$ cat src/rtl/ele_pkg.sv
package ele_pkg;

    // Number of bytes the line store can hold.
    localparam int LINE_DEPTH = 32;

    // Index into the line store and width of the fill count.
    localparam int IDX_W = (LINE_DEPTH > 1) ? $clog2(LINE_DEPTH) : 1;
    localparam int CNT_W = $clog2(LINE_DEPTH + 1);

    localparam int CHAR_W = 8;
    localparam int MAXLEN_W = 6;
    localparam logic [MAXLEN_W-1:0] MAXLEN_RESET = MAXLEN_W'(32);

    localparam logic [CHAR_W-1:0] CH_BACKSPACE = 8'd8;
    localparam logic [CHAR_W-1:0] CH_RETURN = 8'd13;
    localparam logic [CHAR_W-1:0] CH_TERMINATOR = 8'd0;

    // Source of the next result item.
    typedef enum logic [1:0] {
        OSEL_ECHO_CHAR,
        OSEL_ECHO_BS,
        OSEL_LINE_BYTE,
        OSEL_TERMINATOR
    } out_sel_t;

    typedef struct packed {
        logic     load_char;
        logic     idx_clear;
        logic     idx_inc;
        logic     store_char;
        logic     fill_dec;
        logic     fill_clear;
        logic     out_load;
        out_sel_t out_sel;
    } ctrl_cmd_t;

    typedef struct packed {
        logic is_return;
        logic is_backspace;
        logic fill_zero;
        logic fill_below_limit;
        logic idx_last;
        logic out_free;
    } ctrl_status_t;

endpackage

$ cat src/rtl/ele_ram.sv
module ele_ram #(
    parameter int WIDTH = 8,
    parameter int DEPTH = 32
) (
    input  logic                                   clk,
    input  logic                                   wr_en,
    input  logic [((DEPTH > 1) ? $clog2(DEPTH) : 1)-1:0] wr_addr,
    input  logic [WIDTH-1:0]                       wr_data,
    input  logic [((DEPTH > 1) ? $clog2(DEPTH) : 1)-1:0] rd_addr,
    output logic [WIDTH-1:0]                       rd_data
);

    logic [WIDTH-1:0] mem_reg [DEPTH];
    logic [WIDTH-1:0] rd_data_reg;

    always_ff @(posedge clk)
    begin
        if (wr_en)
        begin
            mem_reg[wr_addr] <= wr_data;
        end
        rd_data_reg <= mem_reg[rd_addr];
    end

    assign rd_data = rd_data_reg;

endmodule

$ cat src/rtl/ele_ctrl.sv
module ele_ctrl (
    input  logic                  clk,
    input  logic                  rst_n,
    input  logic                  in_valid,
    output logic                  in_stall,
    input  ele_pkg::ctrl_status_t status,
    output ele_pkg::ctrl_cmd_t    cmd
);

    typedef enum logic [2:0] {
        S_IDLE,
        S_DECIDE,
        S_READ,
        S_EMIT,
        S_TERM
    } state_t;

    state_t state_reg;
    state_t state_next;

    always_ff @(posedge clk or negedge rst_n)
    begin
        if (!rst_n)
        begin
            state_reg <= S_IDLE;
        end
        else
        begin
            state_reg <= state_next;
        end
    end

    always_comb
    begin
        state_next = state_reg;
        cmd = '0;
        cmd.out_sel = ele_pkg::OSEL_ECHO_CHAR;
        in_stall = 1'b1;
        unique case (state_reg)
            S_IDLE:
            begin
                in_stall = 1'b0;
                if (in_valid)
                begin
                    cmd.load_char = 1'b1;
                    state_next = S_DECIDE;
                end
            end
            S_DECIDE:
            begin
                priority if (status.is_return)
                begin
                    cmd.idx_clear = 1'b1;
                    state_next = status.fill_zero ? S_TERM : S_READ;
                end
                else if (status.is_backspace)
                begin
                    if (status.fill_zero)
                    begin
                        state_next = S_IDLE;
                    end
                    else if (status.out_free)
                    begin
                        cmd.out_load = 1'b1;
                        cmd.out_sel = ele_pkg::OSEL_ECHO_BS;
                        cmd.fill_dec = 1'b1;
                        state_next = S_IDLE;
                    end
                end
                else
                begin
                    if (!status.fill_below_limit)
                    begin
                        state_next = S_IDLE;
                    end
                    else if (status.out_free)
                    begin
                        cmd.out_load = 1'b1;
                        cmd.out_sel = ele_pkg::OSEL_ECHO_CHAR;
                        cmd.store_char = 1'b1;
                        state_next = S_IDLE;
                    end
                end
            end
            S_READ:
            begin
                // The store address is steady here; its data shows up next cycle.
                state_next = S_EMIT;
            end
            S_EMIT:
            begin
                if (status.out_free)
                begin
                    cmd.out_load = 1'b1;
                    cmd.out_sel = ele_pkg::OSEL_LINE_BYTE;
                    cmd.idx_inc = 1'b1;
                    state_next = status.idx_last ? S_TERM : S_READ;
                end
            end
            S_TERM:
            begin
                if (status.out_free)
                begin
                    cmd.out_load = 1'b1;
                    cmd.out_sel = ele_pkg::OSEL_TERMINATOR;
                    cmd.fill_clear = 1'b1;
                    state_next = S_IDLE;
                end
            end
            default:
            begin
                state_next = S_IDLE;
            end
        endcase
    end

endmodule

$ cat src/rtl/ele_datapath.sv
module ele_datapath (
    input  logic                              clk,
    input  logic                              rst_n,
    input  logic [ele_pkg::CHAR_W-1:0]        rx_char,
    input  logic                              cfg_wr_en,
    input  logic [ele_pkg::MAXLEN_W-1:0]      cfg_wr_data,
    output logic                              out_valid,
    input  logic                              out_stall,
    output logic [ele_pkg::CHAR_W-1:0]        out_char,
    output logic                              out_kind,
    output logic                              last_of_run,
    input  ele_pkg::ctrl_cmd_t                cmd,
    output ele_pkg::ctrl_status_t             status
);

    logic [ele_pkg::CHAR_W-1:0]   char_reg;
    logic [ele_pkg::CNT_W-1:0]    fill_reg;
    logic [ele_pkg::CNT_W-1:0]    fill_next;
    logic [ele_pkg::IDX_W-1:0]    idx_reg;
    logic [ele_pkg::IDX_W-1:0]    idx_next;
    logic [ele_pkg::MAXLEN_W-1:0] max_len_reg;
    logic                         out_valid_reg;
    logic                         out_valid_next;
    logic [ele_pkg::CHAR_W-1:0]   out_char_reg;
    logic [ele_pkg::CHAR_W-1:0]   out_char_next;
    logic                         out_kind_reg;
    logic                         out_kind_next;
    logic                         out_last_reg;
    logic                         out_last_next;
    logic [ele_pkg::CHAR_W-1:0]   rd_data;
    logic [ele_pkg::CNT_W-1:0]    idx_plus_one;

    ele_ram #(
        .WIDTH(ele_pkg::CHAR_W),
        .DEPTH(ele_pkg::LINE_DEPTH)
    ) u_line_store (
        .clk    (clk),
        .wr_en  (cmd.store_char),
        .wr_addr(fill_reg[ele_pkg::IDX_W-1:0]),
        .wr_data(char_reg),
        .rd_addr(idx_reg),
        .rd_data(rd_data)
    );

    assign idx_plus_one = ele_pkg::CNT_W'(idx_reg) + ele_pkg::CNT_W'(1);

    always_comb
    begin
        status.is_return = (char_reg == ele_pkg::CH_RETURN);
        status.is_backspace = (char_reg == ele_pkg::CH_BACKSPACE);
        status.fill_zero = (fill_reg == '0);
        // Both bounds are checked side by side, so the fill never exceeds the depth.
        status.fill_below_limit = (7'(fill_reg) < 7'(max_len_reg))
            && (fill_reg < ele_pkg::CNT_W'(ele_pkg::LINE_DEPTH));
        status.idx_last = (idx_plus_one == fill_reg);
        status.out_free = !out_valid_reg || !out_stall;
    end

    always_comb
    begin
        fill_next = fill_reg;
        if (cmd.fill_clear)
        begin
            fill_next = '0;
        end
        else if (cmd.fill_dec)
        begin
            fill_next = fill_reg - ele_pkg::CNT_W'(1);
        end
        else if (cmd.store_char)
        begin
            fill_next = fill_reg + ele_pkg::CNT_W'(1);
        end

        idx_next = idx_reg;
        if (cmd.idx_clear)
        begin
            idx_next = '0;
        end
        else if (cmd.idx_inc)
        begin
            idx_next = idx_plus_one[ele_pkg::IDX_W-1:0];
        end
    end

    always_comb
    begin
        out_valid_next = out_valid_reg && out_stall;
        out_char_next = out_char_reg;
        out_kind_next = out_kind_reg;
        out_last_next = out_last_reg;
        if (cmd.out_load)
        begin
            out_valid_next = 1'b1;
            unique case (cmd.out_sel)
                ele_pkg::OSEL_ECHO_CHAR:
                begin
                    out_char_next = char_reg;
                    out_kind_next = 1'b0;
                    out_last_next = 1'b1;
                end
                ele_pkg::OSEL_ECHO_BS:
                begin
                    out_char_next = ele_pkg::CH_BACKSPACE;
                    out_kind_next = 1'b0;
                    out_last_next = 1'b1;
                end
                ele_pkg::OSEL_LINE_BYTE:
                begin
                    out_char_next = rd_data;
                    out_kind_next = 1'b1;
                    out_last_next = 1'b0;
                end
                ele_pkg::OSEL_TERMINATOR:
                begin
                    out_char_next = ele_pkg::CH_TERMINATOR;
                    out_kind_next = 1'b1;
                    out_last_next = 1'b1;
                end
                default:
                begin
                    out_char_next = char_reg;
                end
            endcase
        end
    end

    always_ff @(posedge clk or negedge rst_n)
    begin
        if (!rst_n)
        begin
            fill_reg <= '0;
            max_len_reg <= ele_pkg::MAXLEN_RESET;
            out_valid_reg <= 1'b0;
        end
        else
        begin
            fill_reg <= fill_next;
            if (cfg_wr_en)
            begin
                max_len_reg <= cfg_wr_data;
            end
            out_valid_reg <= out_valid_next;
        end
    end

    always_ff @(posedge clk)
    begin
        if (cmd.load_char)
        begin
            char_reg <= rx_char;
        end
        idx_reg <= idx_next;
        out_char_reg <= out_char_next;
        out_kind_reg <= out_kind_next;
        out_last_reg <= out_last_next;
    end

    assign out_valid = out_valid_reg;
    assign out_char = out_char_reg;
    assign out_kind = out_kind_reg;
    assign last_of_run = out_last_reg;

endmodule

$ cat src/rtl/echoing_line_editor.sv
// Channel   Handshake             Payload
// input     in_valid / in_stall   rx_char
// output    out_valid / out_stall out_char, out_kind, last_of_run
// config    cfg_wr_en             cfg_wr_data (max_length)
//
// An echoed or dropped byte is accepted in the idle state and then decided; an echo
// loads the output register once it is free. A carriage return then reads each stored
// byte from the line store and emits it, and ends with the zero terminator.
// Reset clears the fill count and sets max_length to 32; the store is not cleared.
// A stall on the output holds the result in the output register and pauses the
// sequencer; a new item is accepted while an echo still waits to be taken.
module echoing_line_editor (
    input  logic                              clk,
    input  logic                              rst_n,
    input  logic                              in_valid,
    output logic                              in_stall,
    input  logic [ele_pkg::CHAR_W-1:0]        rx_char,
    output logic                              out_valid,
    input  logic                              out_stall,
    output logic [ele_pkg::CHAR_W-1:0]        out_char,
    output logic                              out_kind,
    output logic                              last_of_run,
    input  logic                              cfg_wr_en,
    input  logic [ele_pkg::MAXLEN_W-1:0]      cfg_wr_data
);

    // Commands flow from the sequencer to the datapath; status flows back.
    ele_pkg::ctrl_cmd_t    cmd;
    ele_pkg::ctrl_status_t status;

    // The sequencer walks one item at a time through decide, read, emit and terminator steps.
    ele_ctrl u_ctrl (
        .clk     (clk),
        .rst_n   (rst_n),
        .in_valid(in_valid),
        .in_stall(in_stall),
        .status  (status),
        .cmd     (cmd)
    );

    // The datapath holds the line store, fill count, limit and output register.
    ele_datapath u_datapath (
        .clk        (clk),
        .rst_n      (rst_n),
        .rx_char    (rx_char),
        .cfg_wr_en  (cfg_wr_en),
        .cfg_wr_data(cfg_wr_data),
        .out_valid  (out_valid),
        .out_stall  (out_stall),
        .out_char   (out_char),
        .out_kind   (out_kind),
        .last_of_run(last_of_run),
        .cmd        (cmd),
        .status     (status)
    );

endmodule

$ cat config.mk
export PLATFORM = sky130hd
export DESIGN_NAME = echoing_line_editor
export DESIGN_NICKNAME = d
export VERILOG_FILES = /design/src/rtl/ele_pkg.sv /design/src/rtl/ele_ram.sv /design/src/rtl/ele_ctrl.sv /design/src/rtl/ele_datapath.sv /design/src/rtl/echoing_line_editor.sv
export SDC_FILE = /design/constraint.sdc
export NUM_CORES = 1
export LEC_CHECK = 0
export BUFFER_PORTS_ARGS = -buffer_cell sky130_fd_sc_hd__clkbuf_2
export CORE_MARGIN = 1.5
export CORE_UTILIZATION = 40
export CTS_CLUSTER_SIZE = 16
export DETAILED_ROUTE_END_ITERATION = 6
export PLACE_DENSITY_LB_ADDON = 0.1
export SYNTH_ARGS = -nofsm -noshare
export SYNTH_HDL_FRONTEND = slang
export SYNTH_SLANG_ARGS = --single-unit
$ cat constraint.sdc
create_clock -name clk -period 3.05 [get_ports clk]
set_clock_uncertainty 0.1 [all_clocks]
set_input_delay 0.4575 -clock clk [delete_from_list [all_inputs] [get_ports clk]]
set_output_delay 0.4575 -clock clk [all_outputs]
set_load 0.03 [all_outputs]
# ---- Word-level counts from Yosys, hierarchy flattened
# Memory sizes are Yosys's and may differ from the RTL's. A register that Yosys moved wholly into a read port is not among the register bits.
# Index checks and enable logic that the tools add are counted.
dict set report op_classes {
  n_addsub 3
  n_lt_le_gt_ge 2
  eq_ne 12
  mux 42
  reduce_logical 13
}
# operator count
set ops {}
lappend ops {{two-way mux 3 bit} 16}
lappend ops {{one-hot mux 8 bit (4 select lines)} 1}
lappend ops {{two-way mux 6 bit} 3}
lappend ops {{equality test 8 x 4 -> 1 bit (second input constant)} 2}
lappend ops {{two-way mux 1 bit} 15}
lappend ops {{one-hot mux 3 bit (5 select lines)} 1}
lappend ops {{one-hot mux 3 bit (3 select lines)} 1}
lappend ops {{adder 5 x 1 -> 6 bit (second input constant)} 1}
lappend ops {{adder 6 x 1 -> 6 bit (second input constant)} 1}
lappend ops {{equality test 3 x 2 -> 1 bit (second input constant)} 2}
lappend ops {{equality test 6 bit} 1}
lappend ops {{logical NOT 6 bit} 1}
lappend ops {{< comparator 6 bit} 1}
lappend ops {{< comparator 6 bit (second input constant)} 1}
lappend ops {{subtractor 6 x 1 -> 6 bit (second input constant)} 1}
lappend ops {{equality test 2 bit (second input constant)} 2}
lappend ops {{two-way mux 2 bit} 2}
lappend ops {{two-way mux 4 bit} 1}
lappend ops {{!= test 2 bit (second input constant)} 2}
lappend ops {{one-hot mux 1 bit (2 select lines)} 2}
lappend ops {{OR reduction 2 bit} 2}
lappend ops {{equality test 3 x 1 -> 1 bit (second input constant)} 1}
lappend ops {{equality test 3 bit (second input constant)} 1}
lappend ops {{logical NOT 3 bit} 1}
lappend ops {{8 further kinds} 10}
dict set report totals {
  ff_bits 39
  mem_bits_rw 256
  inputBits 19
  out_inout_bits 12
  elab_cells 82
  memories 1
}
# memory depth word_bits rd rd_ports_with_merged_regs write_ports line_no
set memory_table {}
lappend memory_table {u_datapath.u_line_store.mem_reg 32 8 1 1 1 ele_ram.sv:13} ;# logic [WIDTH-1:0] mem_reg [DEPTH];

# ---- Longest topological paths before layout
dict set report depth {
  ltp_word 10
  ltp_mapped 12
  mapped_depth_nobuf 10
}

# ---- Hierarchy
# From an unflattened synthesis, not the netlist that was laid out.
dict set report unflattened {
  hier_cells 623
  area_unflattened_um2 12283.0
}
# module n_inst cells_per_inst area_per_inst_um2 seq_area_each_um2
set by_module_without_submodules {}
lappend by_module_without_submodules {ele_ram 1 417 10053.4 7847.5}
lappend by_module_without_submodules {ele_datapath 1 165 1840.5 967.2}
lappend by_module_without_submodules {ele_ctrl 1 41 389.1 75.1}

# ---- Least setup slack after synthesis
# No wires, ideal clock.
dict set report synth_path {
  path_kind {register to register}
  from {reg u_datapath.char_reg[4] (netlist bit)}
  to {reg u_datapath.fill_reg[5] (netlist bit)}
  setup_ns 0.124
  arrival_time_ns 3.041
  t_required_ns 2.826
  path_slack_ns -0.215
  stages_incl_launch_ff 11
  n_path_buf 0
  period_less_slack_ns 3.265
  cell_sequence {edfxtp_1 nor4_2 nand3b_2 nor4_4 ha_1 a211oi_1 o21bai_1 a21oi_1 xor2_1 nor3b_1 o31a_1}
}
dict set report synth_between {
  elab_chain_len 6
  elab_cells_between_ends 9
  classes_between {2 x eq/ne; 6 x mux; 1 x reduce/logical}
}
# element line_no
set synth_rtl {}
lappend synth_rtl {{from (decl)} ele_datapath.sv:16} ;# logic [ele_pkg::CHAR_W-1:0] char_reg;
lappend synth_rtl {{from (signal assigned)} ele_datapath.sv:151} ;# char_reg <= rx_char;
lappend synth_rtl {{equality test 8 x 4 -> 1 bit} ele_datapath.sv:50} ;# status.is_backspace = (char_reg == ele_pkg::CH_BACKSPACE);
lappend synth_rtl {{two-way mux 1 bit} ele_ctrl.sv:56} ;# else if (status.is_backspace)
lappend synth_rtl {{two-way mux 2 bit (*)} ele_ctrl.sv:51} ;# priority if (status.is_return)
lappend synth_rtl {{two-way mux 2 bit (*)} ele_ctrl.sv:39} ;# unique case (state_reg)
lappend synth_rtl {{two-way mux 6 bit} ele_datapath.sv:66} ;# else if (cmd.fill_dec)
lappend synth_rtl {{two-way mux 6 bit} ele_datapath.sv:62} ;# if (cmd.fill_clear)
lappend synth_rtl {{to (signal assigned)} ele_datapath.sv:138} ;# fill_reg <= fill_next;
lappend synth_rtl {{to (decl)} ele_datapath.sv:17} ;# logic [ele_pkg::CNT_W-1:0] fill_reg;
# Every way passes the cells marked *; elsewhere a longest branch is shown, timed or not.
# A chain may end at the register's enable or synchronous reset.

# ---- Final worst setup path
dict set report layout_path {
  from {reg u_datapath.fill_reg[1] (netlist bit)}
  to {reg u_datapath.fill_reg[5] (netlist bit)}
}
dict set report layout_between {
  elab_chain_len 7
  elab_cells_between_ends 16
  classes_between {2 x add/sub; 2 x order compare; 9 x mux; 3 x reduce/logical}
}
# element line_no
set layout_rtl {}
lappend layout_rtl {{< comparator 6 bit (tied with other cells)} ele_datapath.sv:53} ;# status.fill_below_limit = (7'(fill_reg) < 7'(max_len_reg))
lappend layout_rtl {{logical AND 1 bit or two-way mux 1 bit (tied branches)} {ele_datapath.sv:54, ele_ctrl.sv:58}}
lappend layout_rtl {{two-way mux 1 bit, on equally long branches} {ele_ctrl.sv:72, ele_ctrl.sv:56}}
lappend layout_rtl {{two-way mux 1 bit or two-way mux 2 bit (tied branches)} {ele_ctrl.sv:56, ele_ctrl.sv:51}}
lappend layout_rtl {{two-way mux 2 bit, on equally long branches} {ele_ctrl.sv:51, ele_ctrl.sv:39}}
lappend layout_rtl {{two-way mux 2 bit or two-way mux 6 bit (tied branches)} {ele_ctrl.sv:39, ele_datapath.sv:66}}
lappend layout_rtl {{nonzero test 3 bit (no line) or two-way mux 6 bit (tied branches)} n/a}
# Parallel ways exist; a longest one is shown, timed or not. The select of a mux whose other input is x is not followed.

==> metrics <==
status=complete, no violations; Place WS=0.05493 ns; Worst Path Max Fanout=7; Mapped Cells=619; max reg flops=256; critical setup path kind=reg2reg; max-cap check violation count=0; die width=178.0 um; Critical Path AT=3.22 ns; clk sinks=303; RSZ-0062 raised after global routing=false; CTS max path bufs=3; P&R area growth vs syn=17.47%; required time worst endpoint=3.38 ns; CORE AREA=29870 um^2; Vias=6148; CP Launch Type=flip-flop; num rows=63; Worst path slowest cell=dfrtp_1; combinational share of power=30.8%; cell chain of the critical path=or2_1 -> nor4b_4 -> nor4_4 -> ha_1 -> a211oi_2 -> o21bai_1 -> a21oi_1 -> xor2_1 -> nor3b_2 -> o31a_1; Power Total=12.84 mW; final wirelength=27180 um; Placed Area=13270 um^2; Final Hold Vio Count=0; post-route ant nets=0; vias in the first global route=6541; CP top delay family=simple AND/OR/NAND/NOR gates; CP endpoint kind=flip-flop; met1 WL=12500 um; asr flop ratio synth=5.281%; Mean Syn Cell Area=19.78 um^2; Layout Nets=764; Seq pwr share=41.0%; P_int=8.978 mW; Finished Cell Area=14380 um^2; DP Cell Count=1080; Initial Utilization=40.99%; Remaining Overflow, GRT=0; first-pass GRT wire length=41210 um; Pre-antenna DRT Iters=5; Max Fclk=0.3464 GHz; Net Switching=3.864 mW; largest net degree at the start of global routing=34; Post-synth EDFFs=274; Syn Nets=649; Synth top area share=67.20%; Root Buffer=clkbuf_16; top cells by area, synth=edfxtp_1 (67%), mux4_2 (13%), dfrtp_1 (3.1%); Final Wtd Congestion=0.8556; WL/cell=23.69 um; Tcrit/Tclk final=94.65%; initial drt markers=534; Rel. slew slack=55.74%; hpwl dp=17650 um; Global Route Usage Sum=18.07%; IO buf count=30; drt via density=5.360; IO Pins=31; Netlist cell types=57; HP Class=in2reg; sw frac=30.09%; Die ar.=31670 um^2; share of layout cells above drive strength 1=31.84%; Tmin final=2.887 ns; met2 WL=12840 um; final std cells w/o fill=1147; number of synthesized register bits=303; setup ws final=0.1633 ns; Pleak=4.947 nW; most frequent cells in the layout=edfxtp_1 (274), mux4_2 (69), buf_4 (69); TritonCTS clock tree=built; YS warnings=0; Worst IR Drop VDD=388.3 uV; H-tree depth=1; Die H=178.0 um; met3 wire length=1141 um; Worst-Skew Late Latency=0.54 ns; CTS Buf Count=30; Reg clk slew, reported paths=0.06 ns; Antenna diodes=0; antenna violations before repair=0; Pwr Density=892.9 nW/um^2; prevailing post-synth register cell=edfxtp_1; most common cell after layout, fill and taps aside=edfxtp_1; Critical Path Max Stage Delay=0.48 ns; number of remaining DRC errors=0; Clock power frac=28.2%; fill count=2430; Worst Max-Slew Pin Slew=0.6639 ns; CP Buf/Inv Count=0; register area=8895 um^2; post-synthesis cell area=12240 um^2; Slew Viols, Final=0; final setup TNS=0 ns; multi-input logic area=3177 um^2; sequential share of the synthesized area=72.60%; Setup-failing EPs final=0; Top Metal Used=met4; largest area contributor in the netlist=edfxtp_1
-- per-stage QoR --
step                hold WS (ns)  util [%]
floorplan                0.06191         -
global placement          0.3033     44.42
detailed placement        0.3106     44.42
CTS                     0.002935     48.03
global route             0.01747     48.15
finish                   0.02620     48.15
-- worst register-to-register path, cell delays in order, from the launching register on --
cell	delay, ns
dfrtp_1	0.48
or2_1	0.30
nor4b_4	0.44
nor4_4	0.14
ha_1	0.35
a211oi_2	0.19
o21bai_1	0.10
a21oi_1	0.16
xor2_1	0.10
nor3b_2	0.16
o31a_1	0.24
-- repair_timing --
| action | in CTS | in global routing |
|---|---|---|
| endpoints found under the hold margin | 23 | 0 |
| hold buffers | 9 | 0 |
| gates resized for setup | 0 | 2 |
| endpoints found under the setup margin | 0 | 254 |
| setup buffers | 0 | 3 |
-- routing by layer --
layer	up-vias	global-route usage, %
met1	3181	25.81
met2	173	29.20
met3	47	2.121
met5	-	0
li1	2747	-
met4	0	5.497
-- final timing paths --
| check | start | to | slack, ns | cells after the start |
|---|---|---|---|---|
| min in group asynchronous | rst_n | u_ctrl.state_reg[0] | 0.28 | 2 |
| worst min-delay path | cfg_wr_data[5] | u_datapath.max_len_reg[5] | 0.03 | 3 |
| worst min register to register | u_datapath.max_len_reg[0] | u_datapath.max_len_reg[0] | 0.41 | 1 |
| max in group asynchronous | rst_n | u_datapath.max_len_reg[5] | 2.24 | 2 |
| worst max register to register | u_datapath.fill_reg[1] | u_datapath.fill_reg[5] | 0.16 | 10 |
| worst max-delay path | u_datapath.fill_reg[1] | u_datapath.fill_reg[5] | 0.16 | 10 |
-- synthesized netlist by cell type (8+ instances only) --
| library cell | count |
|---|---|
| dfxtp_1 | 13 |
| buf_2 | 8 |
| nand2_1 | 30 |
| inv_1 | 10 |
| edfxtp_1 | 274 |
| xnor2_1 | 9 |
| dfrtp_1 | 15 |
| mux2_2 | 10 |
| a21oi_1 | 8 |
| nor2_1 | 51 |
| ha_1 | 10 |
| mux4_1 | 11 |
| nand3_1 | 8 |
| mux4_2 | 69 |
| a22o_1 | 11 |
-- power groups by stage --
stage          clock (mW)  sequential [mW]  combinational, mW
4_1_cts              3.71             5.26               4.01
3_5_place_dp            0             5.35               3.99
5_1_grt              3.87             5.29               4.25
6_report             3.63             5.26               3.96
3_3_place_gp            0             5.34               3.96
2_1_floorplan           0             5.51               2.50
-- layout make-up --
cell class                 instances  area share (%)
clock buffer                      41           6.002
clock inverter                    14          0.8699
inverter                          10          0.2610
multi-input combinational        279           22.09
sequential                       303           61.84
tap                              390           3.392
timing repair buffer             110           5.550
-- cells by family (layout without fill, tap and decap cells) --
family | after synthesis | after routing | synth area share [%]
mux | 90 | 90 | 15.97
compound gates | 44 | 44 | 2.688
buf+inv | 37 | 175 | 1.625
xor+xnor | 16 | 16 | 1.145
fa+ha+maj | 11 | 11 | 1.185
simple gates | 118 | 118 | 4.782
flops | 303 | 303 | 72.60
No activity file was read; power rests on OpenSTA's default activity.
